`src/rtl/iorl_pkg.sv`:
```
// Shared widths, codes and control structs for the I/O rate limiter delay unit.
package iorl_pkg;

   localparam int BytesW   = 32;
   localparam int TicksW   = 40;
   localparam int TotalW   = 48;
   localparam int CountW   = 32;
   localparam int RegW     = 32;
   localparam int DivW     = 80;
   localparam int DivisorW = 32;
   localparam int StepW    = $clog2(DivW + 1);

   localparam logic [0:0] CsrBytesPerPeriod = 1'b0;
   localparam logic [0:0] CsrPeriodTicks    = 1'b1;

   localparam logic [RegW-1:0] RateReset   = 32'd1000;
   localparam logic [RegW-1:0] PeriodReset = 32'd1000000;

   localparam logic [StepW-1:0] StepsTicks = StepW'(TicksW);
   localparam logic [StepW-1:0] StepsTotal = StepW'(TotalW);
   localparam logic [StepW-1:0] StepsFull  = StepW'(DivW);

   typedef struct packed {
      logic                start;
      logic [DivW-1:0]     dividend;
      logic [DivisorW-1:0] divisor;
      logic [StepW-1:0]    steps;
   } div_req_type;

   typedef struct packed {
      logic                busy;
      logic                done;
      logic [DivW-1:0]     quotient;
      logic [DivisorW-1:0] remainder;
   } div_rsp_type;

   typedef enum logic [9:0] {
      StIdle    = 10'b0000000001,
      StDivPer  = 10'b0000000010,
      StDivRate = 10'b0000000100,
      StMulLo   = 10'b0000001000,
      StMulHi   = 10'b0000010000,
      StMulAdd  = 10'b0000100000,
      StDivCnt  = 10'b0001000000,
      StDivCur  = 10'b0010000000,
      StAccum   = 10'b0100000000,
      StResp    = 10'b1000000000
   } state_type;

endpackage

```
`src/rtl/iorl_if.sv`:
```
// Valid/ready channel interfaces for I/O events and delay results.
interface iorl_req_if
   import iorl_pkg::*;
   ();
   logic              valid;
   logic              ready;
   logic [BytesW-1:0] bytes_read;
   logic [TicksW-1:0] elapsed_ticks;

   modport source (output valid, bytes_read, elapsed_ticks, input ready);
   modport sink (input valid, bytes_read, elapsed_ticks, output ready);
endinterface

interface iorl_rsp_if
   import iorl_pkg::*;
   ();
   logic              valid;
   logic              ready;
   logic [TicksW-1:0] delay_ticks;
   logic              inconsistent;
   logic [TotalW-1:0] total_bytes;
   logic [CountW-1:0] io_count;
   logic [TotalW-1:0] total_delay;

   modport source (output valid, delay_ticks, inconsistent, total_bytes, io_count,
                   total_delay, input ready);
   modport sink (input valid, delay_ticks, inconsistent, total_bytes, io_count,
                 total_delay, output ready);
endinterface

```
`src/rtl/iorl_div.sv`:
```
// Shared restoring divider that produces one quotient bit per cycle.
module iorl_div
   import iorl_pkg::*;
   (
   input  logic        clock,
   input  logic        reset,
   input  div_req_type div_req,
   output div_rsp_type div_rsp
);

   logic [DivW-1:0]     dq_ff, dq_in;
   logic [DivisorW-1:0] rem_ff, rem_in;
   logic [DivisorW-1:0] dvs_ff;
   logic [StepW-1:0]    cnt_ff;
   logic                busy_ff, done_ff;
   logic [DivisorW:0]   shifted;
   logic [DivisorW:0]   diff;
   logic                ge;

   always_comb begin
      shifted = {rem_ff, dq_ff[DivW-1]};
      diff    = shifted - {1'b0, dvs_ff};
      ge      = shifted >= {1'b0, dvs_ff};
      rem_in  = ge ? diff[DivisorW-1:0] : shifted[DivisorW-1:0];
      dq_in   = {dq_ff[DivW-2:0], ge};
   end

   always_ff @(posedge clock) begin
      if (reset) begin
         busy_ff <= 1'b0;
         done_ff <= 1'b0;
         cnt_ff  <= '0;
      end else begin
         done_ff <= 1'b0;
         if (div_req.start) begin
            busy_ff <= 1'b1;
            cnt_ff  <= div_req.steps;
         end else if (busy_ff) begin
            cnt_ff <= cnt_ff - StepW'(1);
            if (cnt_ff == StepW'(1)) begin
               busy_ff <= 1'b0;
               done_ff <= 1'b1;
            end
         end
      end
   end

   always_ff @(posedge clock) begin
      if (div_req.start) begin
         dq_ff  <= div_req.dividend;
         rem_ff <= '0;
         dvs_ff <= div_req.divisor;
      end else if (busy_ff) begin
         dq_ff  <= dq_in;
         rem_ff <= rem_in;
      end
   end

   assign div_rsp.busy      = busy_ff;
   assign div_rsp.done      = done_ff;
   assign div_rsp.quotient  = dq_ff;
   assign div_rsp.remainder = rem_ff;

`ifndef SYNTHESIS
   a_start_idle: assert property (@(posedge clock) disable iff (reset)
      div_req.start |-> !busy_ff)
      else $error("Divider started while busy.");

   a_done_after_busy: assert property (@(posedge clock) disable iff (reset)
      done_ff |-> !busy_ff)
      else $error("Divider done while still busy.");

   a_busy_count: assert property (@(posedge clock) disable iff (reset)
      busy_ff |-> (cnt_ff != '0))
      else $error("Divider busy with no steps left.");
`endif

endmodule

```
`src/rtl/io_rate_limiter_delay_unit.sv`:
```
// Top level of the I/O rate limiter delay unit with its sequencer and statistics.
// The result is presented after the full delay computation when the byte total
// exceeds the allowance, and after the first two divisions only when it does not; the work is done by
// one shared divider that yields one quotient bit per cycle, used for elapsed / period
// (40 steps), total / rate (48 steps), needed duration / count (80 steps) and
// elapsed / count (40 steps), plus a 32 by 32 multiplier used twice. A new event is
// taken only after the previous result has been transferred.
module io_rate_limiter_delay_unit
   import iorl_pkg::*;
   (
   input  logic              clock,
   input  logic              reset,
   iorl_req_if.sink          req_chan,
   iorl_rsp_if.source        rsp_chan,
   input  logic              csr_wr_en,
   input  logic [0:0]        csr_index,
   input  logic [RegW-1:0]   csr_wdata
);

   state_type           state_ff, state_in;
   logic [RegW-1:0]     rate_cfg_ff, per_cfg_ff;
   logic [RegW-1:0]     rate_ff, per_ff;
   logic [RegW-1:0]     rate_in, per_in;
   logic [TicksW-1:0]   elapsed_ff;
   logic [CountW-1:0]   count_ff, count_in;
   logic [TotalW-1:0]   total_ff, total_in;
   logic [TotalW-1:0]   dtotal_ff;
   logic [TicksW:0]     periods_ff;
   logic [TotalW-1:0]   qt_ff;
   logic [63:0]         mlo_ff;
   logic [TotalW-1:0]   mhi_ff;
   logic [DivW-1:0]     needed_ff;
   logic [TicksW-1:0]   delay_ff;
   logic                incons_ff;
   logic                accept;
   logic [TotalW:0]     total_sum;
   logic [TotalW:0]     dtotal_sum;
   logic [RegW-1:0]     mul_a;
   logic [63:0]         mul_p;
   logic [TotalW-1:0]   qt;
   logic                over;
   logic                fits;
   logic [63:0]         needed64;
   logic [63:0]         diff;
   logic [TicksW-1:0]   cur;
   div_req_type         div_req;
   div_rsp_type         div_rsp;

   iorl_div u_div (
      .clock   (clock),
      .reset   (reset),
      .div_req (div_req),
      .div_rsp (div_rsp)
   );

   assign accept = req_chan.valid && req_chan.ready;
   assign req_chan.ready = (state_ff == StIdle);

   always_comb begin
      rate_in   = (rate_cfg_ff == '0) ? RegW'(1) : rate_cfg_ff;
      per_in    = (per_cfg_ff == '0) ? RegW'(1) : per_cfg_ff;
      count_in  = (count_ff == '1) ? count_ff : count_ff + CountW'(1);
      total_sum = {1'b0, total_ff} + {{(TotalW + 1 - BytesW){1'b0}}, req_chan.bytes_read};
      total_in  = total_sum[TotalW] ? '1 : total_sum[TotalW-1:0];
      qt        = div_rsp.quotient[TotalW-1:0];
      over      = (qt > {{(TotalW - TicksW - 1){1'b0}}, periods_ff})
                  || ((qt == {{(TotalW - TicksW - 1){1'b0}}, periods_ff})
                      && (div_rsp.remainder != '0));
      mul_a     = (state_ff == StMulLo) ? qt_ff[RegW-1:0]
                                        : {{(2 * RegW - TotalW){1'b0}}, qt_ff[TotalW-1:RegW]};
      mul_p     = mul_a * per_ff;
      fits      = (needed_ff[DivW-1:64] == '0);
      needed64  = needed_ff[63:0];
      cur       = div_rsp.quotient[TicksW-1:0];
      diff      = needed64 - {{(64 - TicksW){1'b0}}, cur};
      dtotal_sum = {1'b0, dtotal_ff} + {{(TotalW + 1 - TicksW){1'b0}}, delay_ff};
   end

   always_comb begin
      state_in         = state_ff;
      div_req.start    = 1'b0;
      div_req.dividend = '0;
      div_req.divisor  = '0;
      div_req.steps    = '0;
      case (state_ff)
         StIdle: begin
            if (accept) begin
               div_req.start    = 1'b1;
               div_req.dividend = {req_chan.elapsed_ticks, {(DivW - TicksW){1'b0}}};
               div_req.divisor  = per_in;
               div_req.steps    = StepsTicks;
               state_in         = StDivPer;
            end
         end
         StDivPer: begin
            if (div_rsp.done) begin
               div_req.start    = 1'b1;
               div_req.dividend = {total_ff, {(DivW - TotalW){1'b0}}};
               div_req.divisor  = rate_ff;
               div_req.steps    = StepsTotal;
               state_in         = StDivRate;
            end
         end
         StDivRate: begin
            if (div_rsp.done) begin
               state_in = over ? StMulLo : StAccum;
            end
         end
         StMulLo: state_in = StMulHi;
         StMulHi: state_in = StMulAdd;
         StMulAdd: begin
            div_req.start    = 1'b1;
            div_req.dividend = {{(DivW - 64){1'b0}}, mlo_ff}
                               + {mhi_ff, {(DivW - TotalW){1'b0}}};
            div_req.divisor  = count_ff;
            div_req.steps    = StepsFull;
            state_in         = StDivCnt;
         end
         StDivCnt: begin
            if (div_rsp.done) begin
               div_req.start    = 1'b1;
               div_req.dividend = {elapsed_ff, {(DivW - TicksW){1'b0}}};
               div_req.divisor  = count_ff;
               div_req.steps    = StepsTicks;
               state_in         = StDivCur;
            end
         end
         StDivCur: begin
            if (div_rsp.done) begin
               state_in = StAccum;
            end
         end
         StAccum: state_in = StResp;
         StResp: begin
            if (rsp_chan.ready) begin
               state_in = StIdle;
            end
         end
         default: state_in = StIdle;
      endcase
   end

   always_ff @(posedge clock) begin
      if (reset) begin
         state_ff    <= StIdle;
         rate_cfg_ff <= RateReset;
         per_cfg_ff  <= PeriodReset;
         count_ff    <= '0;
         total_ff    <= '0;
         dtotal_ff   <= '0;
      end else begin
         state_ff <= state_in;
         if (csr_wr_en) begin
            case (csr_index)
               CsrBytesPerPeriod: rate_cfg_ff <= csr_wdata;
               CsrPeriodTicks:    per_cfg_ff  <= csr_wdata;
               default:           rate_cfg_ff <= rate_cfg_ff;
            endcase
         end
         if (accept) begin
            count_ff <= count_in;
            total_ff <= total_in;
         end
         if (state_ff == StAccum) begin
            dtotal_ff <= dtotal_sum[TotalW] ? '1 : dtotal_sum[TotalW-1:0];
         end
      end
   end

   always_ff @(posedge clock) begin
      if (accept) begin
         rate_ff    <= rate_in;
         per_ff     <= per_in;
         elapsed_ff <= req_chan.elapsed_ticks;
      end
      if (state_ff == StDivPer && div_rsp.done) begin
         periods_ff <= {1'b0, div_rsp.quotient[TicksW-1:0]} + (TicksW + 1)'(1);
      end
      if (state_ff == StDivRate && div_rsp.done) begin
         qt_ff     <= qt;
         delay_ff  <= '0;
         incons_ff <= 1'b0;
      end
      if (state_ff == StMulLo) begin
         mlo_ff <= mul_p;
      end
      if (state_ff == StMulHi) begin
         mhi_ff <= mul_p[TotalW-1:0];
      end
      if (state_ff == StDivCnt && div_rsp.done) begin
         needed_ff <= div_rsp.quotient;
      end
      if (state_ff == StDivCur && div_rsp.done) begin
         if (fits && (needed64 < {{(64 - TicksW){1'b0}}, cur})) begin
            incons_ff <= 1'b1;
            delay_ff  <= '0;
         end else if (!fits || (diff[63:TicksW] != '0)) begin
            incons_ff <= 1'b0;
            delay_ff  <= '1;
         end else begin
            incons_ff <= 1'b0;
            delay_ff  <= diff[TicksW-1:0];
         end
      end
   end

   assign rsp_chan.valid        = (state_ff == StResp);
   assign rsp_chan.delay_ticks  = delay_ff;
   assign rsp_chan.inconsistent = incons_ff;
   assign rsp_chan.total_bytes  = total_ff;
   assign rsp_chan.io_count     = count_ff;
   assign rsp_chan.total_delay  = dtotal_ff;

`ifndef SYNTHESIS
   a_incons_zero: assert property (@(posedge clock) disable iff (reset)
      (rsp_chan.valid && incons_ff) |-> (delay_ff == '0))
      else $error("Inconsistent result carries a nonzero delay.");

   a_no_overlap: assert property (@(posedge clock) disable iff (reset)
      accept |-> !rsp_chan.valid)
      else $error("Event transfer while a result is pending.");

   a_div_quiet: assert property (@(posedge clock) disable iff (reset)
      rsp_chan.valid |-> !div_rsp.busy)
      else $error("Divider busy while a result is presented.");
`endif

endmodule

```
`src/flat_wrapper.sv`:
```
// flat-port wrapper written by rule: the top's interface ports become plain ports
module io_rate_limiter_delay_unit_flat import iorl_pkg::*;
  (clock, reset, csr_wr_en, csr_index, csr_wdata, req_chan_valid, req_chan_bytes_read, req_chan_elapsed_ticks, req_chan_ready, rsp_chan_valid, rsp_chan_delay_ticks, rsp_chan_inconsistent, rsp_chan_total_bytes, rsp_chan_io_count, rsp_chan_total_delay, rsp_chan_ready);
  iorl_req_if req_chan_i ();
  iorl_rsp_if rsp_chan_i ();
  input  logic clock;
  input  logic reset;
  input  logic csr_wr_en;
  input  logic [0:0] csr_index;
  input  logic [RegW-1:0] csr_wdata;
  input wire logic [$bits(req_chan_i.valid)-1:0] req_chan_valid;
  input wire logic [$bits(req_chan_i.bytes_read)-1:0] req_chan_bytes_read;
  input wire logic [$bits(req_chan_i.elapsed_ticks)-1:0] req_chan_elapsed_ticks;
  output wire logic [$bits(req_chan_i.ready)-1:0] req_chan_ready;
  output wire logic [$bits(rsp_chan_i.valid)-1:0] rsp_chan_valid;
  output wire logic [$bits(rsp_chan_i.delay_ticks)-1:0] rsp_chan_delay_ticks;
  output wire logic [$bits(rsp_chan_i.inconsistent)-1:0] rsp_chan_inconsistent;
  output wire logic [$bits(rsp_chan_i.total_bytes)-1:0] rsp_chan_total_bytes;
  output wire logic [$bits(rsp_chan_i.io_count)-1:0] rsp_chan_io_count;
  output wire logic [$bits(rsp_chan_i.total_delay)-1:0] rsp_chan_total_delay;
  input wire logic [$bits(rsp_chan_i.ready)-1:0] rsp_chan_ready;
  assign req_chan_i.valid = req_chan_valid;
  assign req_chan_i.bytes_read = req_chan_bytes_read;
  assign req_chan_i.elapsed_ticks = req_chan_elapsed_ticks;
  assign req_chan_ready = req_chan_i.ready;
  assign rsp_chan_valid = rsp_chan_i.valid;
  assign rsp_chan_delay_ticks = rsp_chan_i.delay_ticks;
  assign rsp_chan_inconsistent = rsp_chan_i.inconsistent;
  assign rsp_chan_total_bytes = rsp_chan_i.total_bytes;
  assign rsp_chan_io_count = rsp_chan_i.io_count;
  assign rsp_chan_total_delay = rsp_chan_i.total_delay;
  assign rsp_chan_i.ready = rsp_chan_ready;
  io_rate_limiter_delay_unit u_core (.clock(clock), .reset(reset), .req_chan(req_chan_i), .rsp_chan(rsp_chan_i), .csr_wr_en(csr_wr_en), .csr_index(csr_index), .csr_wdata(csr_wdata));
endmodule
```
`config.mk`:
```
export PLATFORM = sky130hd
export DESIGN_NAME = io_rate_limiter_delay_unit_flat
export DESIGN_NICKNAME = d
export VERILOG_FILES = /design/src/rtl/iorl_pkg.sv /design/src/rtl/iorl_if.sv /design/src/rtl/iorl_div.sv /design/src/rtl/io_rate_limiter_delay_unit.sv /design/src/flat_wrapper.sv
export SDC_FILE = /design/constraint.sdc
export NUM_CORES = 2
export LEC_CHECK = 0
export BUFFER_PORTS_ARGS = -buffer_cell sky130_fd_sc_hd__buf_4
export CORE_MARGIN = 10
export CORE_UTILIZATION = 30
export CTS_BUF_LIST = sky130_fd_sc_hd__clkbuf_2
export DETAILED_ROUTE_END_ITERATION = 10
export RECOVER_POWER = 25
export SETUP_SLACK_MARGIN = 0.3
export SKIP_CTS_REPAIR_TIMING = 1
export SYNTH_ARGS = -nofsm -noshare
export SYNTH_HDL_FRONTEND = slang
export SYNTH_SLANG_ARGS = --single-unit
```
`constraint.sdc`:
```
create_clock -name clock -period 10.1 [get_ports clock]
set_input_delay 0.505 -clock clock [delete_from_list [all_inputs] [get_ports clock]]
set_output_delay 0.505 -clock clock [all_outputs]
set_load 0.1 [all_outputs]
```
==> impl_metrics.py <==
metrics = {
    "synth": {
        "synth_top_cells_by_area": "fa_1 24%, edfxtp_1 22%, ha_1 8.2%",
        "synth_cell_type_count": 86,
        "synth_ff_type": "edfxtp_1",
        "synth_area_leader_cell": "fa_1",
        "ys_ff_latch": 781,
        "yosysTopAreaCellShare": 0.2430,
        "ys_seq_area_frac": 0.2832,
        "synth-edff-count": 538,
        "yosysWarnings": 0,
        "syn_area_um2": 74210,
        "syn-instance-count": 7692,
        "avgSynthCellArea_um2": 9.648,
        "synth-async-reset-ratio": 0,
        "syn_nets": 9187,
    },
    "route": {
        "ant_nets": 0,
        "routed_wl_um": 234300,
        "drt-pass1-iter-count": 10,
        "via_count": 59009,
        "drtIter0Drc": 5333,
        "viasPerCell": 5.136,
        "post_drt_wl_per_cell_um": 20.39,
        "drcViolationCount": 1,
    },
    "timing": {
        "finalMaxSlewViolations": 168,
        "grt_setup_unrepaired": "true",
        "hold_viol_final": 0,
        "layout_min_cycle_time_ns": 9.466,
        "hold-worst-slack_ns": 0.1096,
        "tns_ns": 0,
        "max_freq_ghz": 0.1056,
        "tightest_slew_ns": 3.116,
        "setup_violations": 0,
        "slew_headroom": -1.077,
        "finalCritPeriodShare": 0.9372,
        "skew_ns": 0.2196,
    },
    "clock_tree": {
        "cts_buffers": 201,
        "clock_sinks": 781,
        "htree_levels": 4,
        "clk_pin_slew_worst_paths_ns": 0.10,
        "cts-root-buf": "clkbuf_2",
        "cts_tree": "yes",
        "cts_buffer_depth": 3,
        "clock_latency_ns": 1.70,
    },
    "critical_path": {
        "critPathMaxFanout": 21,
        "cp.arrival_ns": 10.70,
        "critPathMaxStageDelay_ns": 0.56,
        "required_ns": 11.34,
        "critPathKind": "reg -> reg",
        "cp-end-kind": "register",
        "slowest_stage": "or4_1",
        "critPathLaunchType": "register",
        "crit_top_cell": "fa_1",
    },
    "flow_run": {
        "maxCapViolCount": 4,
    },
    "finish": {
        "area_delta_synth_final_pct": 13.75,
        "final_cell_mix": "1,076 x inv_1, 901 x fa_1, 811 x nand2_1, 538 x edfxtp_1, 482 x ha_1",
        "fin_nets": 9585,
        "final_common_cell": "inv_1",
        "drive_above_1_share": 0.09938,
    },
    "place": {
        "io_buffers": 280,
        "place.gp.congestion": 0.9154,
        "hpwl_um": 182300,
    },
    "floorplan": {
        "start_util": 0.3018,
        "ios": 281,
        "die-width_um": 517.4,
        "core.rowCount": 182,
        "dieArea_um2": 267700,
        "fp.dieH_um": 517.4,
        "core_um2": 245900,
    },
    "status": {
        "violations": "design-rule violations, max-capacitance violations, max-slew violations",
        "status": "finished, violations left",
    },
    "global_route": {
        "grt_max_degree": 122,
        "overflow": 0,
        "grt_pass1_wl_um": 353400,
        "track_usage": 0.1674,
        "first_global_vias": 59329,
        "antenna_found_initial": 17,
    },
    "power": {
        "ir_drop_mv": 0.6158,
        "p_per_area_nw_per_um2": 264.8,
        "fin_total_pwr_mw": 22.35,
        "leakage_nw": 37.64,
    },
    "min_path": {
        "hold_class": "in -> reg",
    },
}
-- where the power goes --
part,total (mW),internal [mW],switching [mW]
Sequential,5.07,4.69,0.375
Clock,2.35,0.892,1.46
Combinational,14.9,5.43,9.51
Total,22.4,11.0,11.3
-- cell type report --
cell class | instances | area [um2]
timing repair buffer | 682 | 5854
tap | 3220 | 4029
multi-input combinational | 5344 | 47450
clock inverter | 75 | 481.7
clock buffer | 299 | 1496
antenna | 9 | 22.52
sequential | 781 | 21020
inverter | 1080 | 4064
fill | 24969 | 161500
-- logic make-up after synthesis --
group	share of synthesized area
AO/OA/AOI/OAI	0.1132
multiplexers	0.006221
adder cells (fa/ha/maj)	0.3246
flip-flops	0.2832
buffers and inverters	0.07973
XOR/XNOR	0.03658
AND/OR/NAND/NOR	0.1564
-- final timing paths --
path / from / end / slack [ns] / cells past startpoint
setup / recovery: u_core.state_ff[1] / u_core.mlo_ff[57] / 0.63 / 33
setup reg to reg: u_core.state_ff[1] / u_core.mlo_ff[57] / 0.63 / 33
hold / removal: req_chan_bytes_read[13] / u_core.rsp_chan.total_bytes[13] / 0.11 / 6
hold reg to reg: u_core.u_div.dq_ff[60] / u_core.needed_ff[60] / 0.44 / 0
-- synthesized netlist by cell type, drive strengths merged, types with 24 or more instances --
cell	n
a211oi	105
a21o	125
a21oi	453
a222oi	66
a31oi	32
a32o	32
and2	365
and3	298
buf	24
clkbuf	464
dfxtp	243
edfxtp	538
fa	901
ha	484
inv	1079
mux2i	27
nand2	813
nand2b	39
nand3	93
nand4	73
nor2	342
nor2b	40
nor3	87
nor4	57
o211ai	26
o21a	47
o21ai	211
o21bai	39
or3	27
xnor2	174
xor2	136
-- through the flow --
step	setup slack (ns)	util	std cells	instance area (um2)
2_1_floorplan	0.7249	-	7692	74210
4_1_cts	0.1378	0.3317	11208	81570
5_1_grt	0.2262	0.3432	11487	84410
3_3_place_gp	0.4037	0.3236	10834	79590
3_5_place_dp	0.2344	0.3236	10834	79590
6_report	0.6341	0.3433	11490	84420
-- registers in the layout, summed over array words and instances (netlist names), 10 cells and up --
signal and flops:
u_core.needed_ff 80, u_core.rsp_chan.io_count 32, u_core.rate_ff 32, u_core.u_div.dvs_ff 32, u_core.u_div.dq_ff 80, u_core.elapsed_ff 40
u_core.rsp_chan.delay_ticks 40, u_core.mlo_ff 64, u_core.u_div.rem_ff 32, u_core.mhi_ff 48, u_core.rsp_chan.total_bytes 48, u_core.rsp_chan.total_delay 48
u_core.state_ff 10, u_core.per_cfg_ff 32, u_core.periods_ff 41, u_core.qt_ff 48, u_core.per_ff 32, u_core.rate_cfg_ff 32
-- critical path, delay by kind of cell, from the launching register on --
| kind | cells | cell delay, ns |
|---|---|---|
| multiplexers | 1 | 0.55 |
| buffers and inverters | 9 | 1.11 |
| flip-flops | 1 | 0.35 |
| XOR/XNOR | 1 | 0.10 |
| adder cells (fa/ha/maj) | 9 | 3.85 |
| AO/OA/AOI/OAI | 6 | 1.27 |
| AND/OR/NAND/NOR | 7 | 1.88 |
-- per-layer routing --
metal	vias up	share of wire	GRT usage
met5	-	0.00018	0
met4	8	0.030	0.04928
met3	406	0.071	0.02789
met2	2191	0.47	0.2744
met1	29840	0.43	0.2269
li1	26564	-	-
(Power assumes the default switching activity.)
